### src/rtl/core/assert_macros.svh
// ----------------------------------------------------------------------------
// Assertion macros
// Concurrent assertion shorthands for the RTL; empty under synthesis.
// ----------------------------------------------------------------------------
`ifndef ASSERT_MACROS_SVH
`define ASSERT_MACROS_SVH

`ifndef SYNTHESIS
`define ASSERT_IMP(lbl, clk, rst_n, ante, cons) \
    lbl: assert property (@(posedge clk) disable iff (!(rst_n)) (ante) |-> (cons)) \
        else $error("assertion failed");
`define ASSERT_NXT(lbl, clk, rst_n, ante, cons) \
    lbl: assert property (@(posedge clk) disable iff (!(rst_n)) (ante) |=> (cons)) \
        else $error("assertion failed");
`else
`define ASSERT_IMP(lbl, clk, rst_n, ante, cons)
`define ASSERT_NXT(lbl, clk, rst_n, ante, cons)
`endif

`endif

### src/rtl/core/iee_pkg.sv
// ----------------------------------------------------------------------------
// iee_pkg
// Shared codes and controller/datapath interface types for the evaluator.
// ----------------------------------------------------------------------------
`timescale 1ns / 1ps
`default_nettype none

package iee_pkg;

    localparam logic [2:0] OPR_ADD = 3'd0;
    localparam logic [2:0] OPR_SUB = 3'd1;
    localparam logic [2:0] OPR_MUL = 3'd2;
    localparam logic [2:0] OPR_DIV = 3'd3;

    localparam logic [1:0] PEND_POS = 2'd0;
    localparam logic [1:0] PEND_NEG = 2'd1;
    localparam logic [1:0] PEND_MUL = 2'd2;
    localparam logic [1:0] PEND_DIV = 2'd3;

    localparam int OPND_WIDTH = 31;
    localparam int OUT_WIDTH  = 32;

    typedef struct packed {
        logic start;
        logic step;
        logic finish;
    } t_iee_cmd;

    typedef struct packed {
        logic iter_needed;
        logic is_eq;
        logic out_free;
    } t_iee_sts;

endpackage

`default_nettype wire

### src/rtl/core/iee_ctrl.sv
// ----------------------------------------------------------------------------
// iee_ctrl
// Sequencer: accept a word, run the shift-add / restoring-divide iterations,
// then commit the term and emit on equals.
// ----------------------------------------------------------------------------
`timescale 1ns / 1ps
`default_nettype none
`include "assert_macros.svh"

module iee_ctrl #(
    parameter int DATA_WIDTH = 32
) (
    input  wire               i_clk,
    input  wire               i_rst_n,
    input  wire               i_in_valid,
    output logic              o_in_stall,
    input  iee_pkg::t_iee_sts i_sts,
    output iee_pkg::t_iee_cmd o_cmd
);
    import iee_pkg::*;

    localparam int CW = $clog2(DATA_WIDTH + 1);

    typedef enum logic [1:0] {
        S_IDLE,
        S_ITER,
        S_FIN
    } t_state;

    t_state         r_state;
    logic [CW-1:0]  r_cnt;
    logic           r_in_stall;
    logic           last_step;

    assign o_in_stall = r_in_stall;
    assign last_step  = (r_cnt == CW'(DATA_WIDTH - 1));

    always_comb begin
        o_cmd        = '0;
        o_cmd.start  = (r_state == S_IDLE) && i_in_valid;
        o_cmd.step   = (r_state == S_ITER) && i_sts.iter_needed;
        o_cmd.finish = (r_state == S_FIN) && (!i_sts.is_eq || i_sts.out_free);
    end

    always_ff @(posedge i_clk) begin
        if (!i_rst_n) begin
            r_state    <= S_IDLE;
            r_cnt      <= '0;
            r_in_stall <= 1'b0;
        end else begin
            unique case (r_state)
                S_IDLE: begin
                    if (i_in_valid) begin
                        r_state    <= S_ITER;
                        r_cnt      <= '0;
                        r_in_stall <= 1'b1;
                    end
                end
                S_ITER: begin
                    if (!i_sts.iter_needed || last_step) begin
                        r_state <= S_FIN;
                    end else begin
                        r_cnt <= r_cnt + 1'b1;
                    end
                end
                S_FIN: begin
                    if (o_cmd.finish) begin
                        r_state    <= S_IDLE;
                        r_in_stall <= 1'b0;
                    end
                end
                default: begin
                    r_state <= S_IDLE;
                end
            endcase
        end
    end

    `ASSERT_NXT(a_accept_iter, i_clk, i_rst_n, o_cmd.start, r_state == S_ITER)
    `ASSERT_IMP(a_step_bound, i_clk, i_rst_n, o_cmd.step, r_cnt < CW'(DATA_WIDTH))
    `ASSERT_IMP(a_stall_busy, i_clk, i_rst_n, r_state != S_IDLE, o_in_stall)
    `ASSERT_NXT(a_fin_idle, i_clk, i_rst_n, o_cmd.finish, r_state == S_IDLE && !o_in_stall)

endmodule

`default_nettype wire

### src/rtl/core/iee_dpath.sv
// ----------------------------------------------------------------------------
// iee_dpath
// Sum/term accumulators, shared shift-add multiplier and restoring divider,
// and the result register.
// ----------------------------------------------------------------------------
`timescale 1ns / 1ps
`default_nettype none

module iee_dpath #(
    parameter int DATA_WIDTH = 32
) (
    input  wire                                   i_clk,
    input  wire                                   i_rst_n,
    input  wire [iee_pkg::OPND_WIDTH-1:0]         i_operand,
    input  wire [2:0]                             i_opr,
    input  iee_pkg::t_iee_cmd                     i_cmd,
    output iee_pkg::t_iee_sts                     o_sts,
    output logic                                  o_out_valid,
    input  wire                                   i_out_stall,
    output logic signed [iee_pkg::OUT_WIDTH-1:0]  o_value,
    output logic                                  o_div_zero
);
    import iee_pkg::*;

    localparam int DW = DATA_WIDTH;
    localparam int XW = (DW < OPND_WIDTH) ? DW : OPND_WIDTH;

    logic [DW-1:0] r_sum, r_term, r_x, r_acc, r_sh, r_mc;
    logic [1:0]    r_pend;
    logic [2:0]    r_op;
    logic          r_err, r_neg;

    logic [DW-1:0]        x_in, term_mag, term_new, sum_new;
    logic signed [DW-1:0] v_fin;
    logic [DW:0]          rem_sh, diff;
    logic                 x_zero, err_new;

    assign x_in     = DW'(i_operand[XW-1:0]);
    assign term_mag = r_term[DW-1] ? -r_term : r_term;
    assign x_zero   = (r_x == '0);
    assign rem_sh   = {r_acc, r_sh[DW-1]};
    assign diff     = rem_sh - {1'b0, r_x};

    assign o_sts.iter_needed = (r_pend == PEND_MUL) || ((r_pend == PEND_DIV) && !x_zero);
    assign o_sts.is_eq       = (r_op != OPR_ADD) && (r_op != OPR_SUB)
                               && (r_op != OPR_MUL) && (r_op != OPR_DIV);
    assign o_sts.out_free    = !o_out_valid || !i_out_stall;

    always_comb begin
        unique case (r_pend)
            PEND_POS: term_new = r_x;
            PEND_NEG: term_new = -r_x;
            PEND_MUL: term_new = r_acc;
            default:  term_new = x_zero ? '0 : (r_neg ? -r_sh : r_sh);
        endcase
        err_new = r_err | ((r_pend == PEND_DIV) && x_zero);
        sum_new = r_sum + term_new;
        v_fin   = sum_new;
    end

    // iteration registers
    always_ff @(posedge i_clk) begin
        if (i_cmd.start) begin
            r_x   <= x_in;
            r_op  <= i_opr;
            r_acc <= '0;
            r_mc  <= x_in;
            r_neg <= r_term[DW-1];
            r_sh  <= (r_pend == PEND_MUL) ? r_term : term_mag;
        end else if (i_cmd.step) begin
            if (r_pend == PEND_MUL) begin
                if (r_sh[0]) begin
                    r_acc <= r_acc + r_mc;
                end
                r_mc <= {r_mc[DW-2:0], 1'b0};
                r_sh <= {1'b0, r_sh[DW-1:1]};
            end else begin
                if (!diff[DW]) begin
                    r_acc <= diff[DW-1:0];
                end else begin
                    r_acc <= rem_sh[DW-1:0];
                end
                r_sh <= {r_sh[DW-2:0], !diff[DW]};
            end
        end
    end

    // expression state and result word
    always_ff @(posedge i_clk) begin
        if (!i_rst_n) begin
            r_sum       <= '0;
            r_term      <= '0;
            r_pend      <= PEND_POS;
            r_err       <= 1'b0;
            o_out_valid <= 1'b0;
        end else begin
            if (i_cmd.finish && o_sts.is_eq) begin
                o_out_valid <= 1'b1;
            end else if (o_out_valid && !i_out_stall) begin
                o_out_valid <= 1'b0;
            end
            if (i_cmd.finish) begin
                r_term <= o_sts.is_eq ? '0 : term_new;
                r_err  <= o_sts.is_eq ? 1'b0 : err_new;
                unique case (r_op)
                    OPR_ADD: begin
                        r_sum  <= sum_new;
                        r_pend <= PEND_POS;
                    end
                    OPR_SUB: begin
                        r_sum  <= sum_new;
                        r_pend <= PEND_NEG;
                    end
                    OPR_MUL: r_pend <= PEND_MUL;
                    OPR_DIV: r_pend <= PEND_DIV;
                    default: begin
                        o_value    <= OUT_WIDTH'(v_fin);
                        o_div_zero <= err_new;
                        r_sum      <= '0;
                        r_pend     <= PEND_POS;
                    end
                endcase
            end
        end
    end

endmodule

`default_nettype wire

### src/rtl/core/infix_expression_evaluator.sv
// ----------------------------------------------------------------------------
// infix_expression_evaluator
// Two-level precedence integer expression evaluator, one operand/operator
// word at a time; emits the value on equals.
//
//   channel | valid        | stall        | payload
//   --------+--------------+--------------+----------------------------
//   in      | i_in_valid   | o_in_stall   | i_operand, i_opr
//   out     | o_out_valid  | i_out_stall  | o_value, o_div_zero
//
// A word runs one iteration per bit in the shared multiply/divide unit when a
// product or a quotient by a nonzero operand is pending.
// Synchronous active-low reset clears the expression state and the result-valid flag.
// A full, stalled result register holds an equals word in its final cycle;
// other words keep flowing.
// ----------------------------------------------------------------------------
`timescale 1ns / 1ps
`default_nettype none

module infix_expression_evaluator #(
    parameter int DATA_WIDTH = 32
) (
    input  wire                                   i_clk,
    input  wire                                   i_rst_n,
    input  wire                                   i_in_valid,
    output logic                                  o_in_stall,
    input  wire [iee_pkg::OPND_WIDTH-1:0]         i_operand,
    input  wire [2:0]                             i_opr,
    output logic                                  o_out_valid,
    input  wire                                   i_out_stall,
    output logic signed [iee_pkg::OUT_WIDTH-1:0]  o_value,
    output logic                                  o_div_zero
);
    import iee_pkg::*;

    t_iee_cmd cmd;
    t_iee_sts sts;

    iee_ctrl #(
        .DATA_WIDTH (DATA_WIDTH)
    ) u_ctrl (
        .i_clk      (i_clk),
        .i_rst_n    (i_rst_n),
        .i_in_valid (i_in_valid),
        .o_in_stall (o_in_stall),
        .i_sts      (sts),
        .o_cmd      (cmd)
    );

    iee_dpath #(
        .DATA_WIDTH (DATA_WIDTH)
    ) u_dpath (
        .i_clk       (i_clk),
        .i_rst_n     (i_rst_n),
        .i_operand   (i_operand),
        .i_opr       (i_opr),
        .i_cmd       (cmd),
        .o_sts       (sts),
        .o_out_valid (o_out_valid),
        .i_out_stall (i_out_stall),
        .o_value     (o_value),
        .o_div_zero  (o_div_zero)
    );

endmodule

`default_nettype wire

### config.mk
export PLATFORM = sky130hd
export DESIGN_NAME = infix_expression_evaluator
export DESIGN_NICKNAME = d
export VERILOG_FILES = /design/src/rtl/core/iee_pkg.sv /design/src/rtl/core/iee_ctrl.sv /design/src/rtl/core/iee_dpath.sv /design/src/rtl/core/infix_expression_evaluator.sv
export VERILOG_INCLUDE_DIRS = /design/src /design/src/rtl/core
export SDC_FILE = /design/constraint.sdc
export NUM_CORES = 1
export LEC_CHECK = 0
export ABC_AREA = 0
export BUFFER_PORTS_ARGS = -buffer_cell sky130_fd_sc_hd__buf_2
export CAP_MARGIN = 20
export CORE_UTILIZATION = 25
export DETAILED_ROUTE_END_ITERATION = 6
export PLACE_DENSITY_LB_ADDON = 0.05
export SYNTH_ARGS = -nofsm -noshare
export SYNTH_HDL_FRONTEND = slang
export SYNTH_SLANG_ARGS = --single-unit
### constraint.sdc
create_clock -name i_clk -period 11.13 [get_ports i_clk]
set_input_delay 2.226 -clock i_clk [delete_from_list [all_inputs] [get_ports i_clk]]
set_output_delay 2.226 -clock i_clk [all_outputs]
set_load 0.02 [all_outputs]
# After elaboration in Yosys (flattened, before gate mapping)
# Index checks and enable logic that the tools add are counted.
[word_totals]
reg_bits = 241
latchBits = 0
mem_bits_rw = 0
mem_bits_ro = 0
out_inout_bits = 35
word_cells = 115
n_memories = 0
[classes]
add_sub_neg = 7
multipliers = 0
div = 0
order_cmp = 0
eq_ne = 17
shift = 0
n_mux = 30
bitwise = 3
n_reduce_logical = 41
[ops]
columns = ["cell", "count"]
rows = [
  ["$mux W32", 11],
  ["$pmux W32 S3", 1],
  ["$mux W31", 3],
  ["$add A32 B32 Y32", 2],
  ["$neg A32 Y32", 2],
  ["$pmux W32 S2", 1],
  ["$sub A33 B31 Y33", 1],
  ["$logic_not A32 Y1", 1],
  ["$neg A31 Y32", 1],
  ["$mux W6", 2],
  ["$pmux W2 S3", 2],
  ["$pmux W6 S2", 1],
  ["$reduce_and A3 Y1", 4],
  ["$logic_and A1 B1 Y1", 10],
  ["$reduce_bool A2 Y1", 5],
  ["$reduce_and A2 Y1", 4],
  ["$add A6 B1 Y6 const B", 1],
  ["$eq A2 B2 Y1 const B", 3],
  ["$eq A3 B2 Y1 const B", 2],
  ["$eq A6 B5 Y1 const B", 1],
  ["$logic_not A1 Y1", 6],
  ["$mux W2", 3],
  ["$ne A2 B2 Y1 const B", 3],
  ["$ne A3 B2 Y1 const B", 2],
  ["14 further kinds", 26],
]

# Depth between registers and ports, before layout
[logic_depth]
ltp_word = 9
depth_mapped = 21

# By module
# From an unflattened synthesis, not the netlist that was laid out.
[unflattened]
cells_unflattened = 1885
hier_area_um2 = 17166.5
[modules_own_cells]
columns = ["mod", "n_inst", "cells_each", "area_per_inst_um2"]
rows = [
  ["iee_dpath", 1, 1831, 16708.5],
  ["iee_ctrl", 1, 54, 457.9],
]

# Least setup slack after synthesis
# Ideal clock, no wire load.
[synth_timing]
path_kind = "reg-to-reg"
from = "register u_dpath.r_x[1]"
to = "register u_dpath.o_value[31] (netlist name), data pin"
setup_ns = 0.263
arrival_time_ns = 4.992
required_time_ns = 10.867
path_slack_ns = 5.874
path_stages_with_launch = 20
n_path_buf = 3
period_less_slack_ns = 5.256
cell_sequence = "edfxtp_1 inv_1 ha_1 or4b_2 or4b_2 nor4_4 or2_2 buf_2 buf_2 o221ai_1 ha_1 clkbuf_1 and3_1 and3_1 a32o_1 o31ai_1 a211oi_1 a211oi_1 xor2_2 xor2_1"
[synth_between]
elab_chain_cells = 4
[synth_lines]
columns = ["element", "line_no", "rtl"]
rows = [
  ["start, declared", "iee_dpath.sv:28", "logic [DW-1:0] r_sum, r_term, r_x, r_acc, r_sh, r_mc;"],
  ["start signal, assigned", "iee_dpath.sv:64", "r_x <= x_in;"],
  ["parallel branches: the longest is 2 deep, another holds $neg A31 Y32", "--", ""],
  ["$pmux W32 S3 (*)", "iee_dpath.sv:50", "unique case (r_pend)"],
  ["$add A32 B32 Y32 (*)", "iee_dpath.sv:57", "sum_new = r_sum + term_new;"],
  ["via u_dpath.sum_new[31]", "iee_dpath.sv:33", "logic [DW-1:0] x_in, term_mag, term_new, sum_new;"],
  ["end signal, assigned", "iee_dpath.sv:117", "o_value <= OUT_WIDTH'(v_fin);"],
  ["end, declared", "iee_dpath.sv:20", "output logic signed [iee_pkg::OUT_WIDTH-1:0] o_value,"],
]
# Mark *: on every way through the listed nets, which the timed path passes.
# A chain may end at the register's enable or synchronous reset.

# Worst setup path after layout
# Same ends and word-level chain as after synthesis.

==> results <==
- At the pin with the least slew margin, the transition time is approximately 0.84 ns.
- The weighted congestion at the end of routability-driven global placement is around 0.84.
- The hold violation total from the final report is 0.
- The clock net in this run drives a total of ~240 sinks.
- The maximum fanout encountered on the critical timing path is 14.
- The clock arrives with approximately 0.026 ns of skew.
- The number of warning messages in the yosys log is 0.
- The placeable core region is 67400 um2.
- The maximum VDD drop is 0.0000899 V.
- For this design the static power due to leakage is about 7.5 nW.
- By area the synthesized netlist is led by edfxtp_1 (23%), dfxtp_1 (13%), ha_1 (7.1%), nand2_1 (6.4%), xnor2_1 (4.1%).
- The largest net degree at the start of global routing is 63.
- In this run, post-CTS repair resized a total of 0 instances.
- Data on the critical path is required at its endpoint by approximately 11 ns.
- The source of the worst hold timing path is u_dpath.o_out_valid.
- In this run the core area contains 95 standard-cell rows.
- The clock network latency to the later pin of the worst-skew pair is approximately 0.56 ns.
- For this run, design rule violations remaining after detail routing come to 0.
- The CTS tree is done.
- The count of pins over their slew limit is 0.
- Setup violations remaining at the end of the flow were counted as 0.
- The worst-case hold path end point is u_dpath.o_out_valid.
- The via count of the first global-routing pass came to 14668.
- The sequential element share of the synthesized area is between 30% and 40%.
- The number of antenna violations at the first check in global routing is 0.
- The clock tree root driver cell is clkbuf_16.
- The run finished with clean final reports.
- The layout net count is around 2200.
- Across all register-to-register paths, the minimum setup slack is around 5.0 ns.
- The post-CTS clock slew at the launch and capture registers of the worst setup and hold paths is roughly 0.050 ns.
- Setup repair after global routing left no endpoint under its margin.
- Global routing used around 16% of the available tracks.
- The summed instance area of the synthesized netlist is 17100 um2.
- The tool flagged a number of max-cap violations equal to 0.
- The half-perimeter wire length after placement is between 40000 and 50000 um.
- After synthesis, the share of flip-flops with an asynchronous set or reset is 0%.
- The endpoint of the most critical register-to-register path is u_dpath.o_value[31].
- The number of antenna diodes in the final layout is 0.
- The mean area per synthesized cell is 8.51 um2.
- The min-delay analysis places its worst path in the category flip-flop to flip-flop.
- The TritonCTS buffer count is 34.
- STA classifies the critical path endpoint as a flip-flop.
- The number of vias in the routed layout is 14741.
- The power density over the cells is between 100 and 150 nW/um2.
- Relative to the synthesized area, the layout overhead comes to 13.8%.
- The number of library cell types mapped by synthesis is 77.
- The area of the multi-input gates is 10300 um2.
- The number of enable-type register cells in the synthesized netlist is approximately 130.
- The number of hold buffers added after CTS was 0.
- The gate count after technology mapping is about 2000.
- The dominant synthesized flop cell is edfxtp_1.
- The post-CTS setup buffer count is 0.
- The worst hold path was traced through 2 stages.
- The worst hold margin is around 0.47 ns.
- The count of nets left with antenna violations once routing finished came out at 0.
- Once layout is complete, the cells apart from fillers number between 2000 and 3000.
- The total number of H-tree levels is 2.
- The clock passes through at most 3 buffers.
- Measured against its own limit, the worst slew margin works out to between 40 and 50%.
- The horizontal die dimension is roughly 260 um.
- The first global-routing pass estimated about 90000 um of wire.
- The post-route netlist has a little under a tenth of its cells at a drive strength greater than 1.
- STA puts the critical path data arrival time at about 6.4 ns.
- During placement, the flow inserted port buffers numbering 72.
- For this configuration, the core starts out at a cell density of around a quarter.
- Before antenna repair, the detailed router went through 5 iterations.
- On the worst path, the slowest cell contributes a delay of 0.71 ns.
- The worst-case reg-to-reg path depth is 17.
- The floorplan die height is ~260 um.
- The number of nets handed over by synthesis was ~2100.
- For this design, the slowest cell found on the critical path is or4b_2.
- After layout, the worst path uses roughly 55% of the clock period.
- Subtracting the final worst setup slack from the clock period gives between 6 and 7 ns.
- In this run, placement finished with an instance count of 2871.
- The area enclosed by the die boundary is 69400 um2.
- The routed wirelength normalized by instance count is roughly 20 um.
- The startpoint identified for the worst register-to-register timing path is u_dpath.r_x[1].
- The number of fill cells in the layout is 7124.
- The overflow left after global routing is 0.
- The I/O pin count is 73.
- Using the TritonRoute via totals, the vias-per-cell ratio works out to between 5 and 6.
- The peak clock frequency supported by timing is 162 MHz.
- The critical path is of the flip-flop to flip-flop type.
- The sort of element at the start of the critical path is a flip-flop.
- The synthesized design spends more area on one cell type than any other, namely edfxtp_1.
- Summed over its instances, the top area cell type makes up between 20% and 30% of the synthesized netlist area.
- The synthesized flop and latch total is around 240.
- The utilization after layout is about 29%.
- Wires add up to about 57000 um.
- The signal on the critical path passes through inv_1, ha_1, or4b_2, or4b_2, nor4_4, or2_2, o22a_1, o21ai_0, ha_1, and3_1, and3_1, a32o_1, o31ai_1, a211oi_1, a211oi_1, xor2_2, xor2_1.
- Summed over all failing endpoints, the final setup total negative slack is 0 ns.
- The combined flip-flop and latch cell area is 6140 um2.
- The detailed router finished its first iteration with 792 violations.
worst max-delay path, delay by kind of cell, from the launching register on:
kind	cells	cell delay, ns
xor+xnor	2	0.31
flops	1	0.46
simple gates	6	2.60
buf+inv	1	0.12
fa+ha+maj	2	0.65
compound gates	6	1.76
power by group:
| group | switching, W | total [W] | internal (W) | leakage (nW) |
|---|---|---|---|---|
| Combinational | 0.000235 | 0.000364 | 0.000130 | 4.86 |
| Sequential | 0.0000488 | 0.00104 | 0.000995 | 2.14 |
| Clock | 0.000453 | 0.00108 | 0.000632 | 0.523 |
| Total | 0.000737 | 0.00249 | 0.00176 | 7.52 |
logic make-up (layout without fill, tap and decap cells):
family                   after synthesis  in the layout  synth area share [%]
AO/OA/AOI/OAI                        596            596                  23.2
XOR/XNOR                             142            142                  7.32
adder cells (fa/ha/maj)              100            100                  7.45
buffers and inverters                171            223                  3.84
flip-flops                           241            241                  35.9
multiplexers                          49             49                  2.89
AND/OR/NAND/NOR                      710            710                  19.4
cells in the final DEF (no fill, tap or decap), types with 37 or more instances in the layout:
cell	instances
xnor2_1	80
xor2_1	61
nor2b_1	56
nand3_1	44
edfxtp_1	131
mux2i_1	46
ha_1	97
dfxtp_1	109
nor2_1	139
a21o_1	37
a31oi_1	47
a22oi_1	52
nor3_1	43
inv_1	63
buf_2	72
o21ai_0	113
a21oi_1	136
nand2_1	289
area by class of cell:
| cell class | instances | area share, % |
|---|---|---|
| Sequential cell | 241 | 31.5 |
| Clock buffer | 41 | 4.67 |
| Clock inverter | 21 | 0.920 |
| Tap cell | 873 | 5.61 |
| Multi-Input combinational cell | 1597 | 53.1 |
| Timing Repair Buffer | 96 | 2.84 |
| Inverter | 65 | 1.26 |
metal layers:
metal	track usage [%]	vias up	share of wire (%)
met2	25.5	233	44
li1	-	7453	-
met5	0	-	0
met4	3.70	0	1.8
met3	2.24	55	3.3
met1	23.4	7000	51
per-stage QoR:
| step | setup slack (ns) | cell area [um2] | power [W] |
|---|---|---|---|
| after floorplan | 5.87 | 17100 | 0.00130 |
| after global placement | 5.03 | 18300 | 0.00143 |
| after detailed placement | 4.89 | 18300 | 0.00143 |
| after CTS | 4.89 | 19400 | 0.00254 |
| after global routing | 4.66 | 19500 | 0.00261 |
| final | 4.97 | 19500 | 0.00249 |
flip-flops by register name (all words and copies together), names as in the netlist:
signal               flops
u_dpath.r_sum           32
u_dpath.r_mc            32
u_dpath.r_sh            32
u_dpath.r_op             3
u_dpath.r_pend           2
u_dpath.r_err            1
u_dpath.r_acc           32
u_dpath.o_value         32
u_ctrl.r_state           2
u_dpath.r_term          32
u_dpath.o_out_valid      1
u_dpath.r_neg            1
u_ctrl.o_in_stall        1
u_ctrl.r_cnt             6
u_dpath.o_div_zero       1
u_dpath.r_x             31
cell usage after synthesis, types with 17 or more instances:
cell / number
o21ai_0: 114
edfxtp_1: 131
a22oi_1: 52
o221ai_1: 25
nand3_1: 44
a31oi_1: 47
xor2_1: 61
a211oi_1: 22
xnor2_1: 80
mux2i_1: 46
inv_1: 64
o31ai_1: 18
nor2_1: 141
nor2b_1: 57
ha_1: 97
nor3_1: 43
o211ai_1: 17
a21oi_1: 137
and3_1: 18
nand2_1: 290
dfxtp_1: 110
a21o_1: 37
nand2b_1: 22
clkbuf_1: 88
how the worst max path moves through the flow:
stage          cells after the start           start                   to  slack [ns]
3_5_place_dp                      17  u_dpath.r_x[1]  u_dpath.o_value[31]        4.89
2_1_floorplan                     19  u_dpath.r_x[1]  u_dpath.o_value[31]        5.87
3_3_place_gp                      18  u_dpath.r_x[1]    u_dpath.r_sum[31]        5.03
6_report                          17  u_dpath.r_x[1]  u_dpath.o_value[31]        4.97
5_1_grt                           17  u_dpath.r_x[1]  u_dpath.o_value[31]        4.66
4_1_cts                           17  u_dpath.r_x[1]  u_dpath.o_value[31]        4.89
No activity file was read; power rests on OpenSTA's default activity.
